## config.mk

```make
export PLATFORM = sky130hd
export DESIGN_NAME = tlms_apb_regs
export DESIGN_NICKNAME = d
export VERILOG_FILES = /design/src/sv/tlms_pkg.sv /design/src/sv/tlms_apb_regs.sv
export SDC_FILE = /design/constraint.sdc
export NUM_CORES = 1
export LEC_CHECK = 0
export BUFFER_PORTS_ARGS = -buffer_cell sky130_fd_sc_hd__buf_2
export CORE_MARGIN = 1.5
export CORE_UTILIZATION = 30
export CTS_CLUSTER_DIAMETER = 80
export DETAILED_ROUTE_END_ITERATION = 7
export PLACE_DENSITY = 0.68
export SLEW_MARGIN = 20
export SYNTH_ARGS = -nofsm -noshare
export SYNTH_HDL_FRONTEND = slang
export SYNTH_SLANG_ARGS = --single-unit
```

## constraint.sdc

```tcl
create_clock -name clk_i -period 0.95 [get_ports clk_i]
set_input_delay 0.0475 -clock clk_i [delete_from_list [all_inputs] [get_ports clk_i]]
set_output_delay 0.0475 -clock clk_i [all_outputs]
set_load 0.1 [all_outputs]
```

## src/sv/tlms_pkg.sv

```systemverilog
// Shared types and constants for the turn-limited move step block.
// No dependencies; imported by tlms_apb_regs, turn_limited_move_step and tb.
package tlms_pkg;

  localparam int SPEED_W = 24;
  localparam int RATE_W  = 16;
  localparam int CORDIC_STEPS = 24;

  // Angles are Q3.24 radians
  localparam logic signed [31:0] ANG_PI      = 32'sd52707179;
  localparam logic signed [31:0] ANG_HALF_PI = 32'sd26353589;
  localparam logic signed [35:0] GAIN_INV    = 36'sd652032875;

  typedef enum logic {
    REG_MOVE_SPEED = 1'b0,
    REG_TURN_RATE  = 1'b1
  } reg_idx_e;

  typedef struct packed {
    logic [SPEED_W-1:0] move_speed;
    logic [RATE_W-1:0]  turn_rate;
  } tlms_cfg_t;

  function automatic logic [23:0] atan_lut(input logic [4:0] idx);
    logic [23:0] v;
    case (idx)
      5'd0:  v = 24'd13176795;
      5'd1:  v = 24'd7778716;
      5'd2:  v = 24'd4110060;
      5'd3:  v = 24'd2086331;
      5'd4:  v = 24'd1047214;
      5'd5:  v = 24'd524117;
      5'd6:  v = 24'd262123;
      5'd7:  v = 24'd131069;
      5'd8:  v = 24'd65536;
      5'd9:  v = 24'd32768;
      5'd10: v = 24'd16384;
      5'd11: v = 24'd8192;
      5'd12: v = 24'd4096;
      5'd13: v = 24'd2048;
      5'd14: v = 24'd1024;
      5'd15: v = 24'd512;
      5'd16: v = 24'd256;
      5'd17: v = 24'd128;
      5'd18: v = 24'd64;
      5'd19: v = 24'd32;
      5'd20: v = 24'd16;
      5'd21: v = 24'd8;
      5'd22: v = 24'd4;
      5'd23: v = 24'd2;
      default: v = 24'd0;
    endcase
    return v;
  endfunction

endpackage

```

## src/sv/tlms_apb_regs.sv

```systemverilog
// APB configuration registers: move speed and turn rate.
// Depends on tlms_pkg.
module tlms_apb_regs import tlms_pkg::*; (
  input  logic        clk_i,
  input  logic        rst_ni,
  input  logic        psel,
  input  logic        penable,
  input  logic        pwrite,
  input  logic [2:0]  paddr,
  input  logic [31:0] pwdata,
  output logic [31:0] prdata,
  output logic        pready,
  output tlms_cfg_t   cfg_o
);

  tlms_cfg_t cfg_q;
  reg_idx_e  idx;

  assign idx    = reg_idx_e'(paddr[2]);
  assign pready = 1'b1;
  assign cfg_o  = cfg_q;

  always_ff @(posedge clk_i or negedge rst_ni) begin
    if (!rst_ni) begin
      cfg_q <= '0;
    end else if (psel && penable && pwrite) begin
      unique case (idx)
        REG_MOVE_SPEED: cfg_q.move_speed <= pwdata[SPEED_W-1:0];
        REG_TURN_RATE:  cfg_q.turn_rate  <= pwdata[RATE_W-1:0];
        default: ;
      endcase
    end
  end

  always_comb begin
    unique case (idx)
      REG_MOVE_SPEED: prdata = {{(32-SPEED_W){1'b0}}, cfg_q.move_speed};
      REG_TURN_RATE:  prdata = {{(32-RATE_W){1'b0}}, cfg_q.turn_rate};
      default:        prdata = '0;
    endcase
  end

endmodule

```

==> flow_metrics.py <==
metrics = {
    "final_layout": {
        "final_layout_size_suffix_gt1_share_pct": 92.9,
        "area_growth_pct": 153,
        "fill_cells": 343,
        "register_area_um2": 1150,
        "multi_input_area_um2": 1030,
        "final_nets": 350,
        "antenna_cells": 0,
        "largest_reg_flops": 40,
    },
    "timing": {
        "report.final.slew_viol_count": 0,
        "fin_crit_sh_pct": 138,
        "tns_ns": -16.81,
        "rsz0062_at_grt": "yes",
        "fin_skew_ns": 0,
        "fmax_mhz": 761,
        "setup_viol": 90,
        "min_period_ns": 1.31,
        "finalHoldViolCount": 0,
        "setup_slack_ns": -0.364,
    },
    "routing": {
        "antenna_left": 0,
        "drt-total-wl_mm": 7.19,
        "wirelength_met1_mm": 3.11,
        "vias": 1733,
        "drcViolationCount": 0,
        "wl_met2_mm": 3.65,
        "dr.pass1.iters": 3,
        "drtIter0Drc": 72,
        "wire_per_inst_um": 18.5,
        "routed-wl-met3_um": 380,
        "via_per_inst": 4.47,
        "top_layer": "met4",
    },
    "placed_design": {
        "io_buffer_count": 93,
        "globalplace.congestion": 0.695,
        "hpwl_mm": 4.00,
    },
    "worst_setup_path": {
        "setup.worst_path.class": "flop to output pin",
        "slowest_stage": "dfrtp_4",
        "worst-path-buf-inv": 1,
        "path_cells": "mux2_4 > buf_12",
        "slowest_delay_ns": 0.50,
        "cp_max_fo": 2,
        "cp.arrival_ns": 1.27,
        "cp_top_family": "flip-flops",
        "critical_path.startpoint_type": "flop",
        "worstPathRequired_ns": 0.90,
        "crit_path_end_kind": "output pin",
    },
    "synthesis": {
        "synth_top_family_by_area": "multiplexers",
        "synth_seq_cells": 40,
        "synthAdderAreaFrac_pct": 0,
        "synth-simple-area-share_pct": 4.92,
        "ys.warnings.count": 0,
        "syn_area_um2": 1930,
        "synth.area.mux_share_pct": 36.5,
        "synth-xor-area-share_pct": 0,
        "syn-mean-instance-area_um2": 15.7,
        "synthCells": 123,
        "synth-compound-area-share_pct": 0,
        "yosysSeqAreaShare_pct": 51.8,
        "synth_cell_types": 10,
    },
    "pwr": {
        "clockPowerShare_pct": 9.2,
        "p_int_mw": 7.57,
        "switchingPower_mw": 6.91,
        "peakVddDrop_mv": 2.11,
        "power_mw": 14.5,
        "swShare_pct": 47.7,
        "p_leak_nw": 2.36,
        "p_seq_share_pct": 19.1,
        "p_comb_share_pct": 71.6,
        "p_per_area_nw_per_um2": 2970,
    },
    "floorplan": {
        "rows": 29,
        "die_h_um": 83.2,
        "die_w_um": 83.2,
        "die-area_um2": 6930,
        "core_um2": 6280,
        "ios": 113,
        "initial_core_util_pct": 30.8,
    },
    "global_routing": {
        "grt_antenna_before_repair": 0,
        "grt_overflow_total": 0,
        "track_usage_pct": 19.4,
        "grt_pass1_vias": 1809,
        "grt_pass1_wl_mm": 10.4,
        "grt_max_degree": 41,
    },
    "status": {
        "violations": "setup timing",
        "status": "finished, violations left",
    },
    "job": {
        "max_cap_viol_count": 0,
    },
    "clock_network": {
        "cts_root_buf": "clkbuf_8",
        "clock-sinks": 40,
        "cts_max_level": 2,
        "cts_tree": "built",
        "clk_latency_ns": 0.28,
        "clk_pin_slew_ns": 0.08,
        "cts_buffer_depth": 2,
        "numCtsBuffers": 5,
    },
    "min_path": {
        "hp-class": "input pin to flop",
    },
}
## layer usage
metal  GRT usage, %  vias up
li1               -      778
met1           25.1      874
met2           33.3       75
met3           4.37        6
met4           3.64        0
met5              0        -
## kinds of logic (layout without fill, tap and decap cells)
kind of cell	after synthesis	count (layout)
other	2	9
buffers and inverters	15	196
multiplexers	56	56
AND/OR/NAND/NOR	10	10
flip-flops	40	40
## worst register-to-register path, delay by kind of cell, from the launching register on
kind	cells	cell delay [ns]
buffers and inverters	2	0.24
DFF	1	0.50
muxes	1	0.26
## Yosys cell counts, drive strengths merged
cell type | n | area (um^2)
nand4 | 1 | 21.3
dfrtp | 40 | 1000
nor2b | 8 | 50.1
nand4b | 1 | 23.8
mux2 | 56 | 706
buf | 15 | 123
conb | 2 | 7.51
## path summary, 6_finish.rpt
check                               start         to  slack, ns  cells past startpoint
max in group asynchronous          rst_ni  cfg_o[21]       0.43                      3
min in group asynchronous          rst_ni   cfg_o[7]       0.29                      3
worst min-delay path            pwdata[5]   cfg_o[5]       0.01                      2
worst max-delay path            cfg_o[23]  prdata[7]      -0.36                      2
worst max register to register  cfg_o[20]  cfg_o[20]      -0.16                      3
worst min register to register   cfg_o[6]   cfg_o[6]       0.59                      1
## cells in the final DEF (no fill, tap or decap), drive strengths merged
cell type | Yosys | final
conb | 2 | 9
nor2b | 8 | 8
nand4 | 1 | 1
dlygate4sd3 | 0 | 12
buf | 15 | 176
clkbuf | 0 | 6
clkinv | 0 | 1
mux2 | 56 | 56
bufinv | 0 | 1
dfrtp | 40 | 40
nand4b | 1 | 1
## layout make-up
cell class | instances | share of cell area, %
well taps | 77 | 1.97
multi-input cells | 75 | 21.1
flip-flops and latches | 40 | 23.6
clock buffers | 6 | 1.49
clock inverters | 2 | 0.718
repair buffers | 188 | 51.1
## power by group through the flow
stage	Sequential [mW]	Clock, mW	Combinational (mW)
floorplan	5.45	0	2.81
global placement	2.72	0	8.99
detailed placement	2.75	0	9.08
CTS	2.70	1.37	10.0
global route	2.81	1.46	10.6
finish	2.77	1.34	10.4
## stage by stage
| step | utilization [%] | setup slack [ns] | instance area, um^2 | hold slack, ns | cells |
|---|---|---|---|---|---|
| floorplan | - | -0.293 | 2300 | -0.248 | 130 |
| global placement | 64.7 | -0.0540 | 4060 | 0.0344 | 326 |
| detailed placement | 64.7 | -0.0844 | 4060 | 0.0351 | 326 |
| CTS | 75.7 | -0.338 | 4750 | 0.00138 | 380 |
| global route | 77.7 | -0.388 | 4880 | -0.00206 | 388 |
| finish | 77.7 | -0.364 | 4880 | 0.0124 | 388 |
## repair_timing
| action | in CTS | in global routing |
|---|---|---|
| setup endpoints to repair | 64 | 88 |
| gates resized for setup | 55 | 27 |
| hold buffers | 12 | 0 |
| setup buffers | 36 | 17 |
| endpoints found under the hold margin | 53 | 0 |
(Power assumes the default switching activity.)
